===== src/b64d_pkg.sv =====
// Shared types, codes and the character classifier for the Base64 stream decoder.
package b64d_pkg;

  localparam int unsigned CharW  = 8;
  localparam int unsigned LenW   = 24;
  localparam int unsigned SextW  = 6;

  typedef enum logic [1:0] {
    ST_OK       = 2'd0,
    ST_BADCHAR  = 2'd1,
    ST_TOOSMALL = 2'd2,
    ST_SHORT    = 2'd3
  } status_t;

  typedef enum logic [1:0] {
    CK_ALPHA = 2'd0,
    CK_PAD   = 2'd1,
    CK_SPACE = 2'd2,
    CK_BAD   = 2'd3
  } char_kind_t;

  typedef struct packed {
    char_kind_t       kind;
    logic [SextW-1:0] val;
  } char_class_t;

  localparam logic [CharW-1:0] ChEnd = 8'h00;

  function automatic char_class_t classify(input logic [CharW-1:0] c);
    char_class_t r;
    logic [CharW-1:0] d;
    r.kind = CK_BAD;
    r.val  = '0;
    d      = '0;
    if (c >= 8'h41 && c <= 8'h5A) begin
      d = c - 8'h41;
      r.kind = CK_ALPHA;
      r.val  = d[SextW-1:0];
    end else if (c >= 8'h61 && c <= 8'h7A) begin
      d = c - 8'h61 + 8'd26;
      r.kind = CK_ALPHA;
      r.val  = d[SextW-1:0];
    end else if (c >= 8'h30 && c <= 8'h39) begin
      d = c - 8'h30 + 8'd52;
      r.kind = CK_ALPHA;
      r.val  = d[SextW-1:0];
    end else if (c == 8'h2B) begin
      r.kind = CK_ALPHA;
      r.val  = 6'd62;
    end else if (c == 8'h2F) begin
      r.kind = CK_ALPHA;
      r.val  = 6'd63;
    end else if (c == 8'h3D) begin
      r.kind = CK_PAD;
    end else if ((c >= 8'h09 && c <= 8'h0D) || c == 8'h20) begin
      r.kind = CK_SPACE;
    end
    return r;
  endfunction

endpackage


===== src/base64_stream_decoder.sv =====
// Base64 stream decoder: one character word in, decoded bytes and a final status out.
//
//  channel | dir | handshake             | payload
//  --------+-----+-----------------------+-------------------------------------------
//  in_     | in  | in_tvalid / in_tready | in_tdata[7:0] char_code (0 = end of string)
//  out_    | out | out_tvalid/out_tready | out_tdata[7:0] data_byte, [9:8] status_code,
//          |     |                       | out_tuser is_status, out_tlast last_of_run
//  cfg_    | in  | cfg_wr_en             | cfg_wr_data[23:0] expected_length
//
// Cycles: a character is captured in the input register, then decoded in one pass into
//   the result group register; one word per cycle when no results are pending.
// A character that yields results (a full quad, or the end of string) loads the group
//   register with 1 to 3 words, one per output handshake; the output port sets that rate.
// Characters that yield nothing pass the input register even while the output stalls.
// Reset (rst_n low, synchronous) clears decode state, pipeline valids and length register.
module base64_stream_decoder (
  input  logic                       clk,
  input  logic                       rst_n,
  // input words
  input  logic                       in_tvalid,
  output logic                       in_tready,
  input  logic [7:0]                 in_tdata,    // [7:0] char_code
  // result words
  output logic                       out_tvalid,
  input  logic                       out_tready,
  output logic [15:0]                out_tdata,   // [7:0] data_byte, [9:8] status_code
  output logic                       out_tuser,   // [0] is_status
  output logic                       out_tlast,   // last word caused by one input word
  // configuration
  input  logic                       cfg_wr_en,
  input  logic [b64d_pkg::LenW-1:0]  cfg_wr_data  // expected_length
);
  import b64d_pkg::*;

  // decode phase: draining means '=' was seen, rest of string ignored
  typedef enum logic [1:0] {
    PH_DECODE = 2'd0,
    PH_DRAIN  = 2'd1,
    PH_ERROR  = 2'd2
  } phase_t;

  // length register
  logic [LenW-1:0]  exp_len_r;

  // input register
  logic             s1_valid_r;
  logic [CharW-1:0] s1_char_r;

  // decode state
  logic [LenW-1:0]  acc_r,   acc_nxt;
  logic [1:0]       sext_r,  sext_nxt;
  logic [LenW-1:0]  bemit_r, bemit_nxt;
  phase_t           phase_r, phase_nxt;
  status_t          err_r,   err_nxt;

  // result group register: up to three data bytes and an optional status word
  logic             grp_valid_r;
  logic [1:0]       grp_idx_r;
  logic [7:0]       grp_b0_r, grp_b1_r, grp_b2_r;
  logic [1:0]       grp_cnt_r;
  logic             grp_stat_r;
  status_t          grp_code_r;

  logic [7:0]       grp_b0_nxt, grp_b1_nxt, grp_b2_nxt;
  logic [1:0]       grp_cnt_nxt;
  logic             grp_stat_nxt;
  status_t          grp_code_nxt;

  char_class_t      cls;
  logic [LenW-1:0]  acc_sh;
  logic [LenW:0]    bemit_ext, exp_ext;
  logic             has_res;
  logic             grp_free;
  logic             s1_adv;
  logic [2:0]       grp_total;
  logic             word_last;
  logic             out_hs;

  assign cls       = classify(s1_char_r);
  assign acc_sh    = {acc_r[LenW-SextW-1:0], cls.val};
  assign bemit_ext = {1'b0, bemit_r};
  assign exp_ext   = {1'b0, exp_len_r};

  // ---------------------------------------------------------------------------------
  // single decode pass on the registered character
  // ---------------------------------------------------------------------------------
  always_comb begin
    logic [LenW:0] be_tail;
    be_tail      = bemit_ext;
    acc_nxt      = acc_r;
    sext_nxt     = sext_r;
    bemit_nxt    = bemit_r;
    phase_nxt    = phase_r;
    err_nxt      = err_r;
    grp_b0_nxt   = '0;
    grp_b1_nxt   = '0;
    grp_b2_nxt   = '0;
    grp_cnt_nxt  = 2'd0;
    grp_stat_nxt = 1'b0;
    grp_code_nxt = ST_OK;

    if (s1_char_r == ChEnd) begin
      // end of string: flush the partial quad, check length, report status
      if (phase_r == PH_DECODE || phase_r == PH_DRAIN) begin
        if (sext_r == 2'd3) begin
          if (bemit_ext + 25'd2 > exp_ext) begin
            err_nxt = ST_TOOSMALL;
          end else begin
            grp_b0_nxt  = acc_r[17:10];
            grp_b1_nxt  = acc_r[9:2];
            grp_cnt_nxt = 2'd2;
            be_tail     = bemit_ext + 25'd2;
          end
        end else if (sext_r == 2'd2) begin
          if (bemit_ext + 25'd1 > exp_ext) begin
            err_nxt = ST_TOOSMALL;
          end else begin
            grp_b0_nxt  = acc_r[11:4];
            grp_cnt_nxt = 2'd1;
            be_tail     = bemit_ext + 25'd1;
          end
        end
        if (err_nxt == ST_OK && be_tail < exp_ext) begin
          err_nxt = ST_SHORT;
        end
      end
      grp_stat_nxt = 1'b1;
      grp_code_nxt = err_nxt;
      acc_nxt      = '0;
      sext_nxt     = 2'd0;
      bemit_nxt    = '0;
      phase_nxt    = PH_DECODE;
      err_nxt      = ST_OK;
    end else if (phase_r == PH_DECODE) begin
      case (cls.kind)
        CK_PAD: begin
          phase_nxt = PH_DRAIN;
        end
        CK_SPACE: begin
        end
        CK_BAD: begin
          err_nxt   = ST_BADCHAR;
          phase_nxt = PH_ERROR;
        end
        CK_ALPHA: begin
          acc_nxt = acc_sh;
          if (sext_r != 2'd3) begin
            sext_nxt = sext_r + 2'd1;
          end else if (bemit_ext + 25'd3 > exp_ext) begin
            err_nxt   = ST_TOOSMALL;
            phase_nxt = PH_ERROR;
          end else begin
            grp_b0_nxt  = acc_sh[23:16];
            grp_b1_nxt  = acc_sh[15:8];
            grp_b2_nxt  = acc_sh[7:0];
            grp_cnt_nxt = 2'd3;
            bemit_nxt   = bemit_r + 24'd3;
            acc_nxt     = '0;
            sext_nxt    = 2'd0;
          end
        end
        default: begin
        end
      endcase
    end
  end

  // ---------------------------------------------------------------------------------
  // handshakes
  // ---------------------------------------------------------------------------------
  assign grp_total = {1'b0, grp_cnt_r} + {2'b0, grp_stat_r};
  assign word_last = ({1'b0, grp_idx_r} == grp_total - 3'd1);
  assign out_hs    = grp_valid_r && out_tready;
  assign grp_free  = !grp_valid_r || (out_tready && word_last);
  assign has_res   = (grp_cnt_nxt != 2'd0) || grp_stat_nxt;
  assign s1_adv    = s1_valid_r && (!has_res || grp_free);
  assign in_tready = !s1_valid_r || s1_adv;

  // output word select
  always_comb begin
    out_tvalid = grp_valid_r;
    out_tdata  = '0;
    out_tuser  = 1'b0;
    out_tlast  = word_last;
    if (grp_idx_r < grp_cnt_r) begin
      case (grp_idx_r)
        2'd0:    out_tdata[7:0] = grp_b0_r;
        2'd1:    out_tdata[7:0] = grp_b1_r;
        default: out_tdata[7:0] = grp_b2_r;
      endcase
    end else begin
      out_tuser      = 1'b1;
      out_tdata[9:8] = grp_code_r;
    end
  end

  // ---------------------------------------------------------------------------------
  // registers
  // ---------------------------------------------------------------------------------
  always_ff @(posedge clk) begin
    if (!rst_n) begin
      exp_len_r   <= '0;
      s1_valid_r  <= 1'b0;
      acc_r       <= '0;
      sext_r      <= 2'd0;
      bemit_r     <= '0;
      phase_r     <= PH_DECODE;
      err_r       <= ST_OK;
      grp_valid_r <= 1'b0;
      grp_idx_r   <= 2'd0;
    end else begin
      if (cfg_wr_en) begin
        exp_len_r <= cfg_wr_data;
      end

      if (in_tready) begin
        s1_valid_r <= in_tvalid;
        s1_char_r  <= in_tdata;
      end

      if (s1_adv) begin
        acc_r   <= acc_nxt;
        sext_r  <= sext_nxt;
        bemit_r <= bemit_nxt;
        phase_r <= phase_nxt;
        err_r   <= err_nxt;
      end

      if (grp_free) begin
        if (s1_adv && has_res) begin
          grp_valid_r <= 1'b1;
          grp_idx_r   <= 2'd0;
          grp_b0_r    <= grp_b0_nxt;
          grp_b1_r    <= grp_b1_nxt;
          grp_b2_r    <= grp_b2_nxt;
          grp_cnt_r   <= grp_cnt_nxt;
          grp_stat_r  <= grp_stat_nxt;
          grp_code_r  <= grp_code_nxt;
        end else begin
          grp_valid_r <= 1'b0;
        end
      end else if (out_hs) begin
        grp_idx_r <= grp_idx_r + 2'd1;
      end
    end
  end

  // ---------------------------------------------------------------------------------
  // checks
  // ---------------------------------------------------------------------------------
  a_idx_in_group: assert property (@(posedge clk) disable iff (!rst_n)
    grp_valid_r |-> ({1'b0, grp_idx_r} < grp_total))
    else $error("group word index past group size");

  a_end_gives_status: assert property (@(posedge clk) disable iff (!rst_n)
    (s1_adv && s1_char_r == ChEnd) |=> (grp_valid_r && grp_stat_r))
    else $error("end of string did not load a status word");

  a_status_is_last: assert property (@(posedge clk) disable iff (!rst_n)
    (out_tvalid && out_tuser) |-> out_tlast)
    else $error("status word not last of its run");

  a_data_code_zero: assert property (@(posedge clk) disable iff (!rst_n)
    (out_tvalid && !out_tuser) |-> (out_tdata[15:8] == 8'h00))
    else $error("data word carries a status code");

endmodule


===== config.mk =====
export PLATFORM = sky130hd
export DESIGN_NAME = base64_stream_decoder
export DESIGN_NICKNAME = d
export VERILOG_FILES = /design/src/b64d_pkg.sv /design/src/base64_stream_decoder.sv
export SDC_FILE = /design/constraint.sdc
export NUM_CORES = 1
export LEC_CHECK = 0
export ABC_AREA = 1
export BUFFER_PORTS_ARGS = -buffer_cell sky130_fd_sc_hd__buf_4
export CORE_MARGIN = 3
export CORE_UTILIZATION = 65
export DETAILED_ROUTE_END_ITERATION = 10
export PLACE_DENSITY_LB_ADDON = 0.2
export SLEW_MARGIN = 25
export SYNTH_ARGS = -nofsm -noshare
export SYNTH_HDL_FRONTEND = slang
export SYNTH_SLANG_ARGS = --single-unit

===== constraint.sdc =====
create_clock -name clk -period 13.4 [get_ports clk]
set_input_delay 2.68 -clock clk [delete_from_list [all_inputs] [get_ports clk]]
set_output_delay 2.68 -clock clk [all_outputs]
set_load 0.01 [all_outputs]

# Yosys cells after proc, flatten, opt, wreduce, memory -nomap -nowiden
# Cells that the tools add are included.
[totals]
ff_bits = 113
[classes]
add_sub_neg = 13
magnitude_cmp = 13
n_eq_ne = 18
muxes = 82
bitwise = 2
reduce_logical = 38
[op_table]
columns = ["cell", "n"]
rows = [
  ["8-bit two-way mux", 23],
  ["25-bit two-way mux", 6],
  ["24-bit two-way mux", 5],
  ["18-bit two-way mux", 5],
  ["25-bit by 24-bit > comparator with 1-bit output", 3],
  ["2-bit two-way mux", 33],
  ["24-bit by 2-bit adder with 25-bit output, second input constant", 2],
  ["8-bit by 6-bit equality test with 1-bit output, second input constant", 4],
  ["24-bit by 1-bit adder with 25-bit output, second input constant", 1],
  ["25-bit by 24-bit less-than comparator with 1-bit output", 1],
  ["24-bit by 2-bit adder with 24-bit output, second input constant", 1],
  ["8-bit by 7-bit greater-or-equal comparator with 1-bit output, second input constant", 2],
  ["8-bit by 7-bit <= comparator with 1-bit output, second input constant", 2],
  ["8-bit case mux with 2 select lines", 1],
  ["5-bit AND reduction", 3],
  ["6-bit subtractor, second input constant", 2],
  ["1-bit logical AND", 9],
  ["3-bit inequality test, second input constant", 3],
  ["8-bit by 4-bit greater-or-equal comparator with 1-bit output, second input constant", 1],
  ["8-bit by 6-bit greater-or-equal comparator with 1-bit output, second input constant", 1],
  ["8-bit by 4-bit <= comparator with 1-bit output, second input constant", 1],
  ["8-bit by 6-bit <= comparator with 1-bit output, second input constant", 1],
  ["2-bit zero test", 4],
  ["8-bit zero test", 1],
  ["other kinds (26)", 51],
]

# Depth between registers and ports, before layout
[logic_depth]
depth_word = 22
depth_mapped = 32
mapped_depth_nobuf = 31

# Worst setup path before layout
# OpenSTA, ideal clock, no wires.
[synth_timing]
path_kind = "in2out"
from = "input out_tready"
to = "output in_tready"
t_arrival_ns = 3.112
required_time_ns = 10.720
path_slack_ns = 7.608
stages = 6
n_path_buf = 0
cell_sequence = "nand2_1 > nand2_1 > inv_1 > nand2_4 > inv_1 > nand2_1"
[synth_via]
elab_chain_cells = 5
[synth_lines]
columns = ["element", "line_no", "source"]
rows = [
  ["start, declared", "base64_stream_decoder.sv:25", "input logic out_tready,"],
  ["1-bit logical AND", "base64_stream_decoder.sv:174", "assign grp_free = !grp_valid_r || (out_tready && word_last);"],
  ["1-bit logical OR", "base64_stream_decoder.sv:174", ""],
  ["1-bit logical OR", "base64_stream_decoder.sv:176", "assign s1_adv = s1_valid_r && (!has_res || grp_free);"],
  ["1-bit logical AND", "base64_stream_decoder.sv:176", ""],
  ["1-bit logical OR", "base64_stream_decoder.sv:177", "assign in_tready = !s1_valid_r || s1_adv;"],
  ["end, declared", "base64_stream_decoder.sv:21", "output logic in_tready,"],
]
# No other way between the ends.

# Worst setup path after layout
[layout_timing]
from = "register bemit_r[0]"
to = "output in_tready"
[layout_via]
elab_chain_cells = 13
[layout_lines]
columns = ["element", "line_no", "source"]
rows = [
  ["start, declared", "base64_stream_decoder.sv:52", "logic [LenW-1:0] bemit_r, bemit_nxt;"],
  ["start signal, assigned", "base64_stream_decoder.sv:224", "bemit_r <= bemit_nxt;"],
  ["24-bit by 2-bit adder with 25-bit output or 24-bit by 1-bit adder with 25-bit output (tied branches)", "base64_stream_decoder.sv:149, base64_stream_decoder.sv:115", ""],
  ["25-bit by 24-bit > comparator with 1-bit output (on tied branches)", "base64_stream_decoder.sv:149, base64_stream_decoder.sv:115", ""],
  ["2-bit two-way mux or 1-bit two-way mux (tied branches)", "base64_stream_decoder.sv:149, base64_stream_decoder.sv:115", ""],
  ["2-bit two-way mux or 1-bit two-way mux (tied branches)", "base64_stream_decoder.sv:147, base64_stream_decoder.sv:114", ""],
  ["2-bit two-way mux (on tied branches)", "base64_stream_decoder.sv:135, base64_stream_decoder.sv:105", ""],
  ["2-bit two-way mux (on tied branches)", "base64_stream_decoder.sv:134, base64_stream_decoder.sv:104", ""],
  ["2-bit two-way mux *", "base64_stream_decoder.sv:102", "if (s1_char_r == ChEnd) begin"],
  ["2-bit nonzero test *", "base64_stream_decoder.sv:175", "assign has_res = (grp_cnt_nxt != 2'd0) || grp_stat_nxt;"],
  ["1-bit logical OR *", "base64_stream_decoder.sv:175", ""],
  ["1-bit zero test *", "base64_stream_decoder.sv:176", ""],
  ["1-bit logical OR *", "base64_stream_decoder.sv:176", ""],
  ["1-bit logical AND *", "base64_stream_decoder.sv:176", ""],
  ["1-bit logical OR *", "base64_stream_decoder.sv:177", ""],
]
# Every way passes the cells marked *; elsewhere a longest branch is shown, timed or not.

==> out/qor.txt <==
CTS Buf Count - 17
CTS tree - yes
Worst-Skew Late Latency - 440 ps
Slew Limit Headroom - 0.3083
Yosys top cell by area - dfxtp_1
Vias in the first global route - 8,696
Max-cap viol count - 0
HP Start - out_tvalid
Fin cells - 1,560
R2R Path Start - bemit_r[2]
Power per cell area - 88.93 mW/mm2
Global routing usage on met2 - 0.5321
Share of layout cells above drive strength 1 - 0.08913
Period utilisation layout - 0.5710
FFs w/ async S/R, synth - 0
I/O pin count - 57
# clock sinks - 113
DR pass1 iterations - 6
Crit path required time - 10,720 ps
Buffers on Ports - 50
Die W - 127.1 um
Status - completed
Post-layout min period - 7652 ps
Fin Setup TNS - 0 ps
Via density - 6.110
Root Buffer - clkbuf_16
Delay-heaviest family, CP - simple AND/OR/NAND/NOR gates
Post-synth cell types - 47
Post-DP HPWL - 20,760 um
Simple logic cell fraction of the synthesized area - 0.2190
Final nets - 1,520
Crit path buffers/inverters - 3
Leak pwr - 4.973 nW
Crit-path max cell delay - 810 ps
Post-synthesis adder-cell area fraction - 0.1523
Worst-Margin Slew - 1034 ps
Sequential area share after synthesis - 0.2762
Area Growth Syn to Fin - 9.308%
Hold Violations, Final - 0
# DRC - 0
CP arrival - 4970 ps
Core ar. - 0.01410 mm2
Clk buf depth - 2
Prevailing post-synth register cell - dfxtp_1
Worst vdd rail ir drop - 0.1261 mV
Die area - 0.01615 mm2
CTS-repair resized insts - 0
Worst Clk Skew - 10.81 ps
Mux contribution to synthesized area - 0
Vias - 9,532
Initial antenna violation count - 0
Post-Syn Instances - 1,354
Chip height - 127.1 um
Hold Path Class - flip-flop to flip-flop
Avg Inst Size Synth - 7.039 um2
Placed Cells - 1,528
Final slew viol count - 0
Post-synth EDFFs - 37
WL final - 28,230 um
Gr ovfl total - 0
Synth Cell Area - 0.009530 mm2
Main combinational cell family by area after synthesis - simple AND/OR/NAND/NOR gates
Clock transition at path regs - 60 ps
H-Tree Depth - 4
Grt met3 use - 0.07191
Routed len/inst - 18.10 um
Routability congestion estimate - 1.030
Post-Place Worst Slack - 6399 ps
Compound-gate portion of the synthesized area - 0.1935
Critical Path Slowest Stage Cell - dfxtp_1
RSZ-0062 raised after global routing - false
Final setup fails - 0
Starting Density - 0.6761
Worst path most repeated cell - nand2_2
Crit path from - bemit_r[0]
Diode count - 0
Synth area leaders - dfxtp_1, ha_1, edfxtp_1
Row count - 43
YS warnings - 0
Synth Register Bits - 113
Top cell type's share of synthesized area - 0.1596
Post-CTS Setup Bufs - 0
Detail Route Antenna Nets - 0
CP Max Fanout - 18
CP endpoint kind - output port
Final WS setup - 5748 ps
First-pass GRT wire length - 45,260 um
# hold bufs at CTS - 0
Max frequency - 130.7 MHz
Met1 Track Usage GR - 0.5067
Largest net degree at the start of global routing - 49
Worst Setup Start Kind - flip-flop
Hold WS - 483.5 ps
Gr busiest metal - met2
Most frequent cells after synthesis - nand2_1, inv_1, nor2_1, o21ai_0, a21oi_1
Synth Area in XOR/XNOR - 0.05514
Most frequent cell after synthesis - nand2_1
Iteration-0 DRC Markers - 1,273
Critical path class - flip-flop to output port
CP Cell Sequence - clkinv_1 -> ha_1 -> nor2_2 -> nand2_2 -> nor2_1 -> nand2_1 -> xor2_1 -> ha_1 -> nand2_1 -> nor3_1 -> nand3b_1 -> or3_1 -> nand2_2 -> nand2_2 -> nand2_2 -> nand2_4 -> inv_1 -> nand2_1 -> buf_4
Total track usage - 0.3539
## worst min-delay path, cell delays in order (launching register included)
cell,delay (ps)
dfxtp_1,300
nand2_1,70
a21oi_1,60
## logic make-up after synthesis
| family | count (synthesis) |
|---|---|
| AOI/OAI and AO/OA | 339 |
| DFF | 113 |
| other | 1 |
| xor gates and xnor gates | 60 |
| and+or+nand+nor | 487 |
| buffers and inverters | 238 |
| adders and majority gates | 116 |
## layer usage
metal | wire length (um) | vias to the layer above
met3 | 3040 | 91
li1 | - | 4550
met2 | 12250 | 569
met5 | 0 | -
met4 | 912 | 0
met1 | 12030 | 4322
## layout make-up
type | count | area [um2]
multi-input cells | 1008 | 5933
fillers | 1191 | 3679
flip-flops and latches | 113 | 2633
inverters | 171 | 644.4
clock buffers | 19 | 464.2
repair buffers | 56 | 420.4
well taps | 180 | 225.2
clock inverters | 13 | 97.59
## sequential cells by signal (all words and copies together) (netlist names)
name	flops
grp_cnt_r	2
grp_b0_r	8
s1_valid_r	1
exp_len_r	24
phase_r	2
grp_code_r	2
sext_r	2
grp_idx_r	2
err_r	2
grp_b1_r	8
s1_char_r	8
out_tvalid	1
grp_stat_r	1
acc_r	18
bemit_r	24
grp_b2_r	8
## final timing paths
path | endpoint | slack, ps | cells past startpoint
worst max register to register | grp_code_r[0] | 6670 | 28
worst min register to register | out_tvalid | 480 | 2
worst max-delay path | in_tready | 5750 | 19
worst min-delay path | out_tvalid | 480 | 2
## cells in the final DEF, fill, tap and decap left out, types with 6 or more instances in the layout
| cell | n |
|---|---|
| a211oi_1 | 17 |
| a21oi_1 | 136 |
| a31oi_1 | 9 |
| buf_4 | 56 |
| clkbuf_16 | 18 |
| conb_1 | 6 |
| dfxtp_1 | 76 |
| edfxtp_1 | 37 |
| ha_1 | 116 |
| inv_1 | 162 |
| nand2_1 | 226 |
| nand2_2 | 13 |
| nand3_1 | 38 |
| nand4_1 | 17 |
| nor2_1 | 142 |
| nor2_2 | 6 |
| nor3_1 | 23 |
| nor4_1 | 7 |
| o211ai_1 | 14 |
| o21ai_0 | 137 |
| o22ai_1 | 12 |
| xor2_1 | 56 |
## stage by stage
stage               area, um2    util  total power, mW
global route            10420  0.7390           0.9625
CTS                     10420  0.7390           0.9271
detailed placement       9856  0.6992           0.4994
floorplan                9549       -           0.4629
global placement         9856  0.6992           0.4966
finish                  10420  0.7390           0.9264
## report_power, final
part,leakage [nW],total [mW],switching (mW),internal [mW]
clock network,0.268,0.430,0.177,0.253
registers,1.02,0.370,0.00727,0.363
logic,3.68,0.126,0.0824,0.0439
total,4.97,0.926,0.267,0.660
(Power assumes the default switching activity.)
